<file path="src/sv/fav_pkg.sv">
// shared types and constants for the frame average filter
package fav_pkg;

    localparam int SAMPLE_W   = 16;
    localparam int PIX_W      = 8;
    localparam int SUM_W      = 18;
    localparam int TOT_W      = SUM_W + 1;
    localparam int WORD_W     = SUM_W + PIX_W;
    localparam int N_W        = 11;
    localparam int W_W        = 17;
    localparam int PROD_W     = PIX_W + W_W;
    localparam int DIV_SHIFT  = TOT_W;
    localparam int RCP_W      = DIV_SHIFT + 1;
    localparam int MULQ_W     = TOT_W + RCP_W;
    localparam int STEP_W     = $clog2(RCP_W);

    localparam int CFG_IDX_W  = 3;
    localparam int CFG_DATA_W = 20;

    localparam int FRAMES_MAX = 1024;
    localparam int N_RST      = 10;
    localparam int W_RST      = 6554;
    localparam int PPF_DEFAULT = 307200;

    localparam logic [W_W-1:0]   Q16_ONE   = W_W'(65536);
    localparam logic [PIX_W-1:0] PIX_MAX   = '1;
    localparam int               Q16_HALF  = 32768;

    localparam int FIFO_DEPTH = 8;
    localparam int FIFO_PTR_W = $clog2(FIFO_DEPTH);
    localparam int CREDIT_W   = FIFO_PTR_W + 1;

    // register indexes on the configuration channel
    localparam logic [CFG_IDX_W-1:0] REG_RUNNING_MODE = 3'd0;
    localparam logic [CFG_IDX_W-1:0] REG_FRAME_TARGET = 3'd1;
    localparam logic [CFG_IDX_W-1:0] REG_WEIGHT_Q16   = 3'd2;
    localparam logic [CFG_IDX_W-1:0] REG_WIDE_SAMPLES = 3'd3;
    localparam logic [CFG_IDX_W-1:0] REG_PIXELS       = 3'd4;

    // control carried with one pixel through the update pipeline
    typedef struct packed {
        logic             running;
        logic             first;
        logic             done;
        logic             last;
        logic [PIX_W-1:0] sample;
    } t_item;

    typedef struct packed {
        logic [PIX_W-1:0] average_pixel;
        logic             last_of_frame;
    } t_result;

endpackage

</file>
<file path="src/sv/fav_fifo.sv">
// small result queue between the write-back stage and the output stream
module fav_fifo (
    input  logic             i_clk,
    input  logic             i_rst_n,
    input  logic             i_push,
    input  fav_pkg::t_result i_data,
    output logic             o_valid,
    input  logic             i_ready,
    output fav_pkg::t_result o_data
);
    import fav_pkg::*;

    t_result               r_mem [FIFO_DEPTH];
    logic [FIFO_PTR_W-1:0] r_wr;
    logic [FIFO_PTR_W-1:0] r_rd;
    logic [CREDIT_W-1:0]   r_count;
    logic                  w_pop;

    assign w_pop = o_valid && i_ready;

    always_ff @(posedge i_clk) begin
        if (!i_rst_n) begin
            r_wr    <= '0;
            r_rd    <= '0;
            r_count <= '0;
        end else begin
            if (i_push) begin
                r_wr <= r_wr + FIFO_PTR_W'(1);
            end
            if (w_pop) begin
                r_rd <= r_rd + FIFO_PTR_W'(1);
            end
            r_count <= r_count + CREDIT_W'(i_push) - CREDIT_W'(w_pop);
        end
    end

    always_ff @(posedge i_clk) begin
        if (i_push) begin
            r_mem[r_wr] <= i_data;
        end
    end

    assign o_valid = r_count != '0;
    assign o_data  = r_mem[r_rd];

endmodule

</file>
<file path="config.mk">
export PLATFORM = sky130hd
export DESIGN_NAME = fav_fifo
export DESIGN_NICKNAME = d
export VERILOG_FILES = /design/src/sv/fav_pkg.sv /design/src/sv/fav_fifo.sv
export SDC_FILE = /design/constraint.sdc
export NUM_CORES = 1
export LEC_CHECK = 0
export BUFFER_PORTS_ARGS = -buffer_cell sky130_fd_sc_hd__buf_2
export CORE_ASPECT_RATIO = 0.7
export CORE_MARGIN = 5
export CORE_UTILIZATION = 53
export DETAILED_ROUTE_END_ITERATION = 7
export GPL_TIMING_DRIVEN = 0
export HOLD_SLACK_MARGIN = 0.06
export PLACE_DENSITY_LB_ADDON = 0.3
export SYNTH_ARGS = -nofsm -noshare
export SYNTH_HDL_FRONTEND = slang
export SYNTH_SLANG_ARGS = --single-unit
</file>
<file path="constraint.sdc">
create_clock -name i_clk -period 1.9 [get_ports i_clk]
set_input_delay 0.095 -clock i_clk [delete_from_list [all_inputs] [get_ports i_clk]]
set_output_delay 0.095 -clock i_clk [all_outputs]
set_load 0.02 [all_outputs]
</file>
Word-level counts from Yosys, hierarchy flattened
Memory sizes are Yosys's and may differ from the RTL's. A register that Yosys moved wholly into a read port is not among the register bits.
Index checks and enable logic that the tools add are counted.
Word-level totals
  register bits: 10
  bits in writable memories: 72
  input port bits: 13
  output and inout bits: 10
  logic and storage cells: 14
  memories kept: 1
Memory list
  r_mem: words 8, bits a word 9, read ports 1, clocked after Yosys merged registers in 1, wr ports 1, RTL line fav_fifo.sv:13  | t_result r_mem [FIFO_DEPTH];
Cells by class
  $add $sub $neg: 4
  mux-type cells: 4
  reduce and logical (&&, ||, !) cells: 2
Operators with widths (count)
  $add 3x1->3 const B: 2
  $mux 3: 2
  $add 4x1->4: 1
  $reduce_bool 4->1: 1
  $sub 4x1->4: 1
  $mux 1: 2
  $logic_and 1x1->1: 1

Depth between registers and ports, before layout
Gate-level depths: netlist of the first run.
  word-level depth: 4
  gate-level depth with buffers: 10
  depth with buffers taken out: 10

Worst setup path after synthesis of the first run
Ideal clock, no wire load.
  path kind: reg-to-reg
  start: register r_count[2]
  end: register r_count[3]
  library setup time: 72 ps
  data arrival time: 2100 ps
  data required time: 1828 ps
  setup slack: -271 ps
  stages on the path, launching flop included: 10
  buffers on the path: 0
  path through: dfxtp_1 inv_1 ha_1 or3b_2 nand2_1 or2_2 ha_1 a21o_1 a21oi_1 mux2i_1
On the way
  cells in the longest elaborated chain, start to end: 3
  elaborated cells on any way between the ends: 4
  classes of those cells: add/sub (2); reduce/logical (2)
Ends and longest elaborated chain
  start: declaration: RTL line fav_fifo.sv:16  | logic [CREDIT_W-1:0] r_count;
  start signal: assignment: RTL line fav_fifo.sv:33  | r_count <= r_count + CREDIT_W'(i_push) - CREDIT_W'(w_pop);
  $reduce_bool 4->1: RTL line fav_fifo.sv:43  | assign o_valid = r_count != '0;
  via o_valid: RTL line fav_fifo.sv:7  | output logic o_valid,
  $logic_and 1x1->1: RTL line fav_fifo.sv:19  | assign w_pop = o_valid && i_ready;
  $sub 4x1->4: RTL line fav_fifo.sv:33
The timed path passes the listed nets, and every way through them passes these cells.
A chain may end at the register's enable or synchronous reset.

==> reports/metrics.csv, run 1 <==
stage,metric,value,unit
outcome,status,"complete, but fails checks",
outcome,violations,setup timing,
floorplan,start_util,0.5494,
timing,finalCritPeriodShare,1.044,
setup_path,cp_max_fo,6,
timing,timing.fmax,504.3,MHz
pwr,p_switching,1269,µW
synthesis,yosysTopAreaCellShare,0.6270,
grt,grt_use_total,0.1662,
synthesis,synth-seq-cells,85,
timing,hold_violations,0,
routing,vias,1750,
setup_path,cp_top_family,multiplexers,
grt,grt_pass1_wl,10.17,mm
synthesis,synth_edf_count,72,
pwr,p_comb_frac,0.280,
synthesis,synthSimpleGateAreaFrac,0.04790,
synthesis,synth_top_family_by_area,multiplexers,
min_path,hold_class,in2reg,
synthesis,ys_top_cells_by_count,"edfxtp_1, mux4_1, dfxtp_1",
timing,finalMaxSlewViolations,0,
routing,wl_per_cell,21.01,µm
synthesis,syn_inst,176,
timing,setup_slack,-82.93,ps
layout,design_area,0.004124,mm²
synthesis,ys_seq_area_frac,0.7025,
timing,post-route-min-period,1983,ps
setup_path,cp_cell_sequence,"buf_6, clkbuf_16, mux4_2, mux2_4, buf_6",
pwr,intPower,3468,µW
synthesis,synthXorXnorAreaFrac,0.007620,
synthesis,synth_mux_area_frac,0.1927,
clock_network,cts.sinks,85,
timing,finalSetupViolations,11,
clock_network,cts_max_level,3,
layout,drive_gt1_frac,0.4077,
layout,area_growth,19.59,%
timing,skew,6.422,ps
grt,grt_max_degree,15,
timing,tightest_slew,987.7,ps
setup_path,cp.arrival,1890,ps
setup_path,worstPathRequired,1800,ps
pwr,power_frac_clock,0.256,
layout,n_antenna_cell,0,
pwr,swShare,0.2679,
flow_run,max-cap-violations,0,
clock_network,cts_made_buffers,9,
layout,multi_input_area,979.7,µm²
grt,overflow,0,
timing,relSlewSlack,0.3391,
grt,grt_pass1_vias,1985,
layout,nets,248,
synthesis,yosysTopAreaCell,edfxtp_1,
synthesis,synthTopCellsByArea,"edfxtp_1, mux4_1, dfxtp_1",
clock_network,clock_latency,340,ps
routing,viasPerCell,5.627,
pwr,pwr_density_cell,1149,mW/mm²
floorplan,die_h,77.49,µm
clock_network,root_buffer,clkbuf_8,
placement,hpwl,4.098,mm
synthesis,synth_compound_area_frac,0.003628,
placement,dpl_worst_slack,-163.0,ps
floorplan,die_area,0.008245,mm²
placement,placed_cell_area,0.003687,mm²
synthesis,ys_types,26,
setup_path,criticalPathCategory,reg2out,
grt,antenna_found_initial,0,
routing,drtIter0Drc,107,
timing,rsz0062_at_grt,yes,
setup_path,max_stage_delay,500,ps
placement,portBuffers,22,
pwr,leakagePower,0.001430,µW
floorplan,die_w,106.4,µm
layout,seq_area,0.002430,mm²
routing,drc,0,
floorplan,io_pins,23,
synthesis,syn_area_per_cell,19.59,µm²
placement,globalplace.congestion,0.7142,
synthesis,synthAdderAreaFrac,0.02758,
pwr,vdd_drop_max,602.3,µV
routing,ant_nets,0,
floorplan,num_rows,24,
pwr,p_seq_frac,0.464,
setup_path,critPathSlowestCell,mux4_2,
clock_network,cts_tree,built,
synthesis,yosysMostFrequentCell,edfxtp_1,
clock_network,clk_pin_slew,80,ps
synthesis,ys.warnings.count,0,
synthesis,synth_flop_cell,edfxtp_1,
routing,drt-total-wl,6.535,mm
setup_path,cp-start-kind,flop,
clock_network,cts_buffer_depth,2,
setup_path,crit_top_cell,buf_6,
routing,dr.pass1.iters,4,
synthesis,async_reset_ff_frac,0,
layout,fillerInstances,429,
synthesis,synth_nets,196,
setup_path,worst_setup_path_end_kind,output port,
floorplan,core_area,0.006276,mm²
setup_path,path_buf_inv,3,
synthesis,syn-cell-area,0.003448,mm²
-- cells in the final DEF, fill, tap and decap left out, types with 2 or more instances in the layout --
master | netlist | layout
clkbuf_1 | 2 | 2
clkbuf_8 | 0 | 9
nor3_2 | 0 | 2
buf_2 | 1 | 13
mux4_2 | 0 | 18
edfxtp_1 | 72 | 72
inv_2 | 0 | 3
dfxtp_2 | 0 | 3
mux2_2 | 9 | 5
nand2_1 | 9 | 8
xnor2_1 | 2 | 2
buf_6 | 1 | 12
and2_1 | 4 | 4
ha_1 | 6 | 3
dfxtp_1 | 13 | 9
nor2b_1 | 2 | 2
mux2i_1 | 9 | 8
clkinvlp_4 | 0 | 4
ha_4 | 0 | 2
buf_4 | 0 | 9
nand2b_1 | 6 | 6
nor2_1 | 7 | 7
mux2_4 | 0 | 4
dlygate4sd3_1 | 0 | 9
-- worst reg2reg max path: stages (launching register included) --
cell,delay (ps)
dfxtp_2,330
inv_2,70
ha_4,120
or3b_4,390
nand2_4,100
mux2i_4,70
ha_2,200
inv_2,50
fa_2,420
nor2b_1,130
-- metrics by stage --
stage	setup TNS [ps]	utilization	cells	hold slack, ps	power (µW)
floorplan	-54.09	-	176	193.9	2935
global placement	-4024	0.5859	276	349.6	3131
detailed placement	-1649	0.5875	276	367.1	3208
CTS	-1149	0.6447	308	68.66	4560
global route	-1399	0.6571	311	84.52	4976
finish	-565.7	0.6571	311	80.79	4737
-- timing repair --
action,CTS,global route
pin swaps,7,5
buffers inserted,8,2
endpoints found under the setup margin,12,12
hold buffers,9,0
resized for setup,17,38
gates cloned,0,1
hold endpoints to repair,72,0
-- area by class of cell --
type / count / share of cell area
Inverter: 4 / 0.003641
Timing Repair Buffer: 42 / 0.08829
Tap cell: 78 / 0.02367
Clock inverter: 6 / 0.01547
Buffer: 5 / 0.01123
Clock buffer: 10 / 0.03095
Multi-Input combinational cell: 81 / 0.2376
Sequential cell: 85 / 0.5892
-- power by group through the flow --
stage                     Combinational (µW)  Sequential (µW)  Clock (µW)
after floorplan                          730             2200           0
after global placement                   921             2210           0
after detailed placement                 981             2230           0
after CTS                               1130             2190        1240
after global routing                    1440             2210        1320
final                                   1320             2200        1220
-- worst paths after layout --
check,from,end,slack [ps],depth (start not counted)
worst min-delay path,i_rst_n,flop,80,3
worst max register to register,r_count[2],r_count[1],-40,9
worst min register to register,r_rd[2],flop,500,2
worst max-delay path,flop,o_data[4],-80,5
-- sequential cells by signal, summed over array words and instances, names as in the netlist, named ones only --
name and flops:
r_rd 3, r_mem 72, r_wr 3, r_count 4
-- logic make-up after synthesis --
logic type	after synthesis
mux	36
compound gates	2
xor+xnor	3
simple gates	33
buf+inv	10
fa+ha+maj	7
flops	85
-- routing by layer --
layer	GRT usage	wire length (µm)	share of wire
met3	0.05970	567	0.087
met4	0.03831	53	0.0081
met5	0	0	0
met1	0.2064	2578	0.39
met2	0.2832	3335	0.51
Note: power is estimated with default switching activity, not from simulation.
==> run 2: changes to the inputs <==
--- a/config.mk
+++ b/config.mk
@@ -12,6 +12,7 @@
 export DETAILED_ROUTE_END_ITERATION = 7
 export GPL_TIMING_DRIVEN = 0
 export HOLD_SLACK_MARGIN = 0.06
+export MAX_ROUTING_LAYER = met4
 export PLACE_DENSITY_LB_ADDON = 0.3
 export SYNTH_ARGS = -nofsm -noshare
 export SYNTH_HDL_FRONTEND = slang
==> constraint.sdc (replaced) <==
create_clock -name i_clk -period 1.8 [get_ports i_clk]
set_input_delay 0.09 -clock i_clk [delete_from_list [all_inputs] [get_ports i_clk]]
set_output_delay 0.09 -clock i_clk [all_outputs]
set_load 0.02 [all_outputs]
==> run 2 against run 1 <==
Compared with the run above: the run still ends with setup timing left; cell count stayed put; cell area is 0.55% higher; register-to-register slack worse by 100 ps.
==> reports/metrics.csv, run 2 (synthesis results as in run 1) <==
stage,metric,value,unit,change
grt,overflow,0,,unchanged
setup_path,rrSetupSlack,-140,ps,-100 ps
placement,hpwl,4.098,mm,unchanged
placement,portBuffers,22,,unchanged
setup_path,reg2reg_to,r_count[1],,
grt,grt_pass1_wl,10.16,mm,about the same
layout,design_area,0.004146,mm²,+0.55%
setup_path,cp_max_fo,6,,unchanged
clock_network,clock_latency,340,ps,about the same
timing,post-route-min-period,1980,ps,
min_path,hold_start,i_rst_n,,
layout,n_antenna_cell,0,,unchanged
clock_network,cts_buffer_depth,2,,unchanged
timing,rsz0062_at_grt,yes,,
clock_network,clk_pin_slew,80,ps,about the same
layout,nets,248,,unchanged
layout,drive_gt1_frac,0.4335,,+0.02575
routing,viasPerCell,5.723,,+1.7%
layout,regMostFlops,r_mem,,
setup_path,criticalPathCategory,reg2out,,
floorplan,num_rows,24,,unchanged
floorplan,die_area,0.008245,mm²,unchanged
clock_network,root_buffer,clkbuf_8,,
clock_network,cts_max_level,3,,unchanged
placement,globalplace.congestion,0.7224,,+1.1%
setup_path,worstReg2RegStart,r_count[2],,
setup_path,reg2regPathDepth,9,,unchanged
routing,wl_per_cell,21.23,µm,+1.0%
routing,wl_met1,2.798,mm,+8.5%
grt,grt_pass1_vias,1975,,-0.50%
timing,timing.fmax,505.0,MHz,
routing,dr.pass1.iters,4,,unchanged
floorplan,start_util,0.5494,,unchanged
timing,tightest_slew,973.0,ps,-14.61 ps
floorplan,die_w,106.4,µm,unchanged
placement,dpl_worst_slack,-258.0,ps,-95.00 ps
timing,relSlewSlack,0.3478,,+0.008636
min_path,hold-path-cell-count,3,,unchanged
setup_path,worstPathRequired,1710,ps,-90 ps
layout,reg_top3,"r_mem (72), r_count (4)",,
routing,wl_met2,3.328,mm,-0.21%
timing,finalSetupViolations,12,,+1
timing,skew,5.660,ps,-0.7624 ps
routing,drt-total-wl,6.603,mm,+1.0%
layout,final_cell_mix,"edfxtp_1, mux4_2, buf_2",,
routing,ant_nets,0,,unchanged
floorplan,core_area,0.006276,mm²,unchanged
placement,placed_cell_area,0.003687,mm²,unchanged
routing,drtIter0Drc,120,,+12%
layout,largest_register_ffs,72,,unchanged
clock_network,cts.sinks,85,,unchanged
setup_path,cp-start-kind,flop,,
outcome,violations,setup timing,,
timing,hold_violations,0,,unchanged
layout,area_growth,20.25,%,
pwr,vdd_drop_max,631.0,µV,+4.8%
grt,antenna_found_initial,0,,unchanged
pwr,pwr_density_cell,1209,mW/mm²,+5.3%
setup_path,worst_setup_path_end_kind,output port,,
timing,setup_slack,-180.1,ps,-97.14 ps
min_path,hold_class,in2reg,,
grt,grt_use_total,0.1714,,+0.005224
routing,highest_layer,met4,,
clock_network,cts_tree,built,,
routing,vias,1780,,+1.7%
timing,finalMaxSlewViolations,0,,unchanged
flow_run,max-cap-violations,0,,unchanged
setup_path,cp.arrival,1890,ps,about the same
timing,setup_tns,-1788,ps,-1223 ps
floorplan,die_h,77.49,µm,unchanged
routing,drc,0,,unchanged
layout,layout_commonest_cell,edfxtp_1,,
grt,grt_max_degree,15,,unchanged
routing,route.met3.wl,374,µm,-34%
floorplan,io_pins,23,,unchanged
timing,finalCritPeriodShare,1.100,,
clock_network,cts_made_buffers,9,,unchanged
outcome,status,"complete, but fails checks",,
pwr,leakagePower,0.001433,µW,+0.22%
run 2: cell count changes in the layout (fill, tap and decap cells not counted):
cell    change
mux2_2      -1
nor2_1      -6
buf_6       -1
nor2_2      +6
buf_8       +1
mux2_4      +1
run 2: power by group:
group / total, µW / switching, µW / leakage (µW) / internal [µW]
registers: 2320 / 74.4 / 0.000763 / 2250
clock network: 1280 / 648 / 0.0000822 / 636
logic: 1410 / 625 / 0.000588 / 786
run 2: how the worst max path moves through the flow:
| stage | to | depth (start not counted) | start |
|---|---|---|---|
| final | o_data[4] | 5 | flop |
| after global routing | o_data[4] | 5 | flop |
| after CTS | o_data[0] | 5 | flop |
| after detailed placement | o_data[4] | 5 | flop |
| after global placement | r_mem[0][3] | 2 | r_wr[2] |
| after floorplan | r_count[2] | 10 | r_count[2] |
run 2: what timing repair did:
action | CTS | global route
endpoints found under the setup margin | 12 | 66
buffers inserted | 8 | 2
endpoints found under the hold margin | 72 | 0
hold buffers | 9 | 0
gates cloned | 0 | 1
pin swaps | 7 | 5
gates resized for setup | 17 | 46
run 2: layout make-up:
class                      count  area [µm²]
clock buffer                  10       127.6
clock inverter                 6       63.81
inverter                       4       15.01
multi-input combinational     81       998.5
timing repair buffer          42       364.1
tap                           78       97.59
buffer                         5       50.05
sequential                    85        2430
fill                         426        2130
run 2: per-stage QoR:
step / utilization / std cells / power (µW) / hold slack (ps)
2_1_floorplan: - / 176 / 3098 / 188.9
3_3_place_gp: 0.5859 / 276 / 3305 / 344.6
3_5_place_dp: 0.5875 / 276 / 3386 / 362.1
4_1_cts: 0.6447 / 308 / 4813 / 63.66
5_1_grt: 0.6607 / 311 / 5267 / 79.52
6_report: 0.6607 / 311 / 5015 / 73.76
run 2: worst max-delay path, stage by stage (launching register included):
cell and delay (ps):
dfxtp_2 340, buf_8 130, clkbuf_16 160, mux4_2 500
mux2_4 280, buf_6 130
run 2: layer usage:
metal,vias up,track usage
li1,790,-
met3,12,0.05804
met5,-,-
met4,0,0.03831
met1,917,0.2081
met2,61,0.2826
==> run 3: changes to the inputs <==
--- a/config.mk
+++ b/config.mk
@@ -8,7 +8,7 @@
 export BUFFER_PORTS_ARGS = -buffer_cell sky130_fd_sc_hd__buf_2
 export CORE_ASPECT_RATIO = 0.7
 export CORE_MARGIN = 5
-export CORE_UTILIZATION = 53
+export CORE_UTILIZATION = 59
 export DETAILED_ROUTE_END_ITERATION = 7
 export GPL_TIMING_DRIVEN = 0
 export HOLD_SLACK_MARGIN = 0.06
==> constraint.sdc (replaced) <==
create_clock -name i_clk -period 2.5 [get_ports i_clk]
set_input_delay 0.125 -clock i_clk [delete_from_list [all_inputs] [get_ports i_clk]]
set_output_delay 0.125 -clock i_clk [all_outputs]
set_load 0.02 [all_outputs]
==> run 3 against run 2 <==
Compared with the run above: critical path depth increased by 4; global-route usage increased by 1.2 points; combinational power decreased by 50%; setup slack improved by 350 ps; largest power group unchanged; the run now ends clean; sequential share of layout area increased by 2.5 points; clock skew increased by 2.2 ps; routed wire length decreased by 11%; via count decreased by 4.5%; total power decreased by 32%; clock power decreased by 20%; critical path type is now reg2reg; sequential cell count unchanged; non-clock buffer count decreased by 11.
==> reports/metrics.csv, run 3 (synthesis results as in run 1) <==
stage,metric,value,unit,change
layout,final_cell_mix,"edfxtp_1, buf_2, mux4_1",,
setup_path,cp_top_family,simple AND/OR/NAND/NOR gates,,
setup_path,worst_setup_path_end_kind,flop,,
min_path,hold_class,in2reg,,
clock_network,cts_made_buffers,9,,unchanged
grt,overflow,0,,unchanged
timing,setup_slack,169.8,ps,+349.8 ps
timing,post-route-min-period,2330,ps,
placement,hpwl,3.732,mm,-8.9%
timing,tightest_slew,1077,ps,+104.1 ps
min_path,hold_path_end,r_count[3],,
setup_path,worstPathRequired,2790,ps,+1080 ps
setup_path,reg2reg_to,r_count[1],,
layout,largest_register_ffs,72,,unchanged
pwr,p_switching,869.4,µW,-35%
clock_network,root_buffer,clkbuf_8,,
routing,drc,0,,unchanged
layout,fillerInstances,361,,-15%
floorplan,start_util,0.6052,,+0.05574
clock_network,cts_buffer_depth,2,,unchanged
pwr,leakagePower,0.001404,µW,-2.0%
grt,grt_pass1_vias,1790,,-9.4%
timing,hold_violations,0,,unchanged
grt,grt_pass1_wl,9.218,mm,-9.3%
setup_path,rrSetupSlack,170,ps,+310 ps
timing,finalMaxSlewViolations,0,,unchanged
timing,finalCritPeriodShare,0.9321,,
placement,place_inst,273,,-1.1%
timing,finalSetupViolations,0,,-12
routing,viasPerCell,5.724,,about the same
timing,timing.fmax,429.1,MHz,
grt,antenna_found_initial,0,,unchanged
routing,ant_nets,0,,unchanged
layout,regMostFlops,r_mem,,
setup_path,reg2regPathDepth,9,,unchanged
layout,fin_cells,297,,-4.5%
floorplan,core_area,0.005698,mm²,-9.2%
clock_network,post_cts.repair.setup_buffers,0,,-8
routing,dr.pass1.iters,4,,unchanged
timing,relSlewSlack,0.2792,,-0.06853
layout,nets,237,,-4.4%
floorplan,die_h,73.96,µm,-4.5%
timing,rsz0062_at_grt,no,,
layout,layout_commonest_cell,edfxtp_1,,
placement,dpl_worst_slack,182.6,ps,+440.6 ps
placement,globalplace.congestion,0.7699,,+6.6%
setup_path,worstReg2RegStart,r_count[2],,
pwr,vdd_drop_max,562.1,µV,-11%
outcome,status,"complete, no violations",,
setup_path,path_buf_inv,2,,-1
floorplan,num_rows,23,,-4.2%
clock_network,cts_tree,built,,
layout,drive_gt1_frac,0.2342,,-0.1992
pwr,intPower,2521,µW,-31%
setup_path,cp_max_fo,7,,+1
pwr,power_frac_clock,0.302,,+0.046
placement,portBuffers,22,,unchanged
floorplan,io_pins,23,,unchanged
floorplan,die_w,101.4,µm,-4.7%
pwr,p_seq_frac,0.489,,+0.026
clock_network,clk_pin_slew,80,ps,about the same
timing,skew,7.829,ps,+2.169 ps
min_path,hold_start,i_rst_n,,
clock_network,cts.sinks,85,,unchanged
grt,grt_use_total,0.1836,,+0.01224
layout,n_antenna_cell,0,,unchanged
setup_path,cp-start-kind,flop,,
pwr,power,3390,µW,-32%
layout,area_growth,14.95,%,
pwr,p_comb_frac,0.208,,-0.073
grt,grt_max_degree,15,,unchanged
clock_network,clock_latency,350,ps,about the same
pwr,pwr_density_cell,855.3,mW/mm²,-29%
setup_path,critPathSlowestCell,or3b_2,,
routing,vias,1700,,-4.5%
routing,drt-total-wl,5.875,mm,-11%
pwr,swShare,0.2565,,-0.01225
layout,reg_top3,"r_mem (72), r_count (4)",,
clock_network,cts_max_level,3,,unchanged
setup_path,criticalPathCategory,reg2reg,,
setup_path,max_stage_delay,480,ps,-20 ps
routing,wl_per_cell,19.78,µm,-6.8%
floorplan,die_area,0.007498,mm²,-9.1%
flow_run,max-cap-violations,0,,unchanged
min_path,hold-path-cell-count,3,,unchanged
setup_path,cp_cell_sequence,"inv_1, ha_1, or3b_2, nand2_1, mux2i_1, ha_1, inv_1, fa_1, nor2b_1",,
routing,drtIter0Drc,151,,+26%
timing,setup_tns,0,ps,+1788 ps
setup_path,cp.arrival,2620,ps,+730 ps
run 3: how the worst max path moves through the flow:
stage / start / to / slack, ps / cells after the start
detailed placement: r_count[2] / r_count[1] / 180 / 9
floorplan: r_count[2] / r_count[3] / 330 / 9
CTS: flop / o_data[7] / 70 / 5
global placement: r_count[2] / r_count[3] / 350 / 9
global route: r_count[2] / r_count[1] / 10 / 9
finish: r_count[2] / r_count[1] / 170 / 9
run 3: power by group through the flow:
stage | logic, µW | registers [µW] | clock network [µW]
3_5_place_dp | 701 | 1690 | 0
4_1_cts | 716 | 1660 | 1050
3_3_place_gp | 664 | 1680 | 0
6_report | 706 | 1660 | 1020
2_1_floorplan | 521 | 1670 | 0
5_1_grt | 772 | 1670 | 1110
run 3: worst min-delay path, stage by stage:
cell and delay (ps):
buf_2 130, nand2b_1 70, mux2i_1 60
run 3: timing repair:
action,in CTS,in global routing
gates resized for setup,0,0
endpoints found under the hold margin,72,0
endpoints found under the setup margin,0,7
hold buffers,9,0
run 3: layout make-up:
class	instances	area [µm²]	area share
plain buffers	5	43.79	0.01105
clock buffers	10	127.6	0.03220
clock inverters	6	87.58	0.02210
inverters	4	15.01	0.003788
multi-input cells	81	973.4	0.2456
flip-flops and latches	85	2422	0.6111
well taps	75	93.84	0.02367
repair buffers	31	200.2	0.05051
run 3: stage by stage:
stage | hold slack (ps) | area (µm²) | utilization
after floorplan | 223.9 | 3448 | -
after global placement | 378.5 | 3652 | 0.6410
after detailed placement | 396.2 | 3662 | 0.6427
after CTS | 71.00 | 3968 | 0.6963
after global routing | 78.33 | 3964 | 0.6957
final | 95.26 | 3964 | 0.6957
run 3: metal layers:
metal | part of all wire | up-vias | global-route usage
li1 | - | 781 | -
met5 | 0 | - | -
met4 | 0.011 | 0 | 0.05310
met2 | 0.52 | 44 | 0.2986
met3 | 0.058 | 6 | 0.07123
met1 | 0.42 | 869 | 0.2159
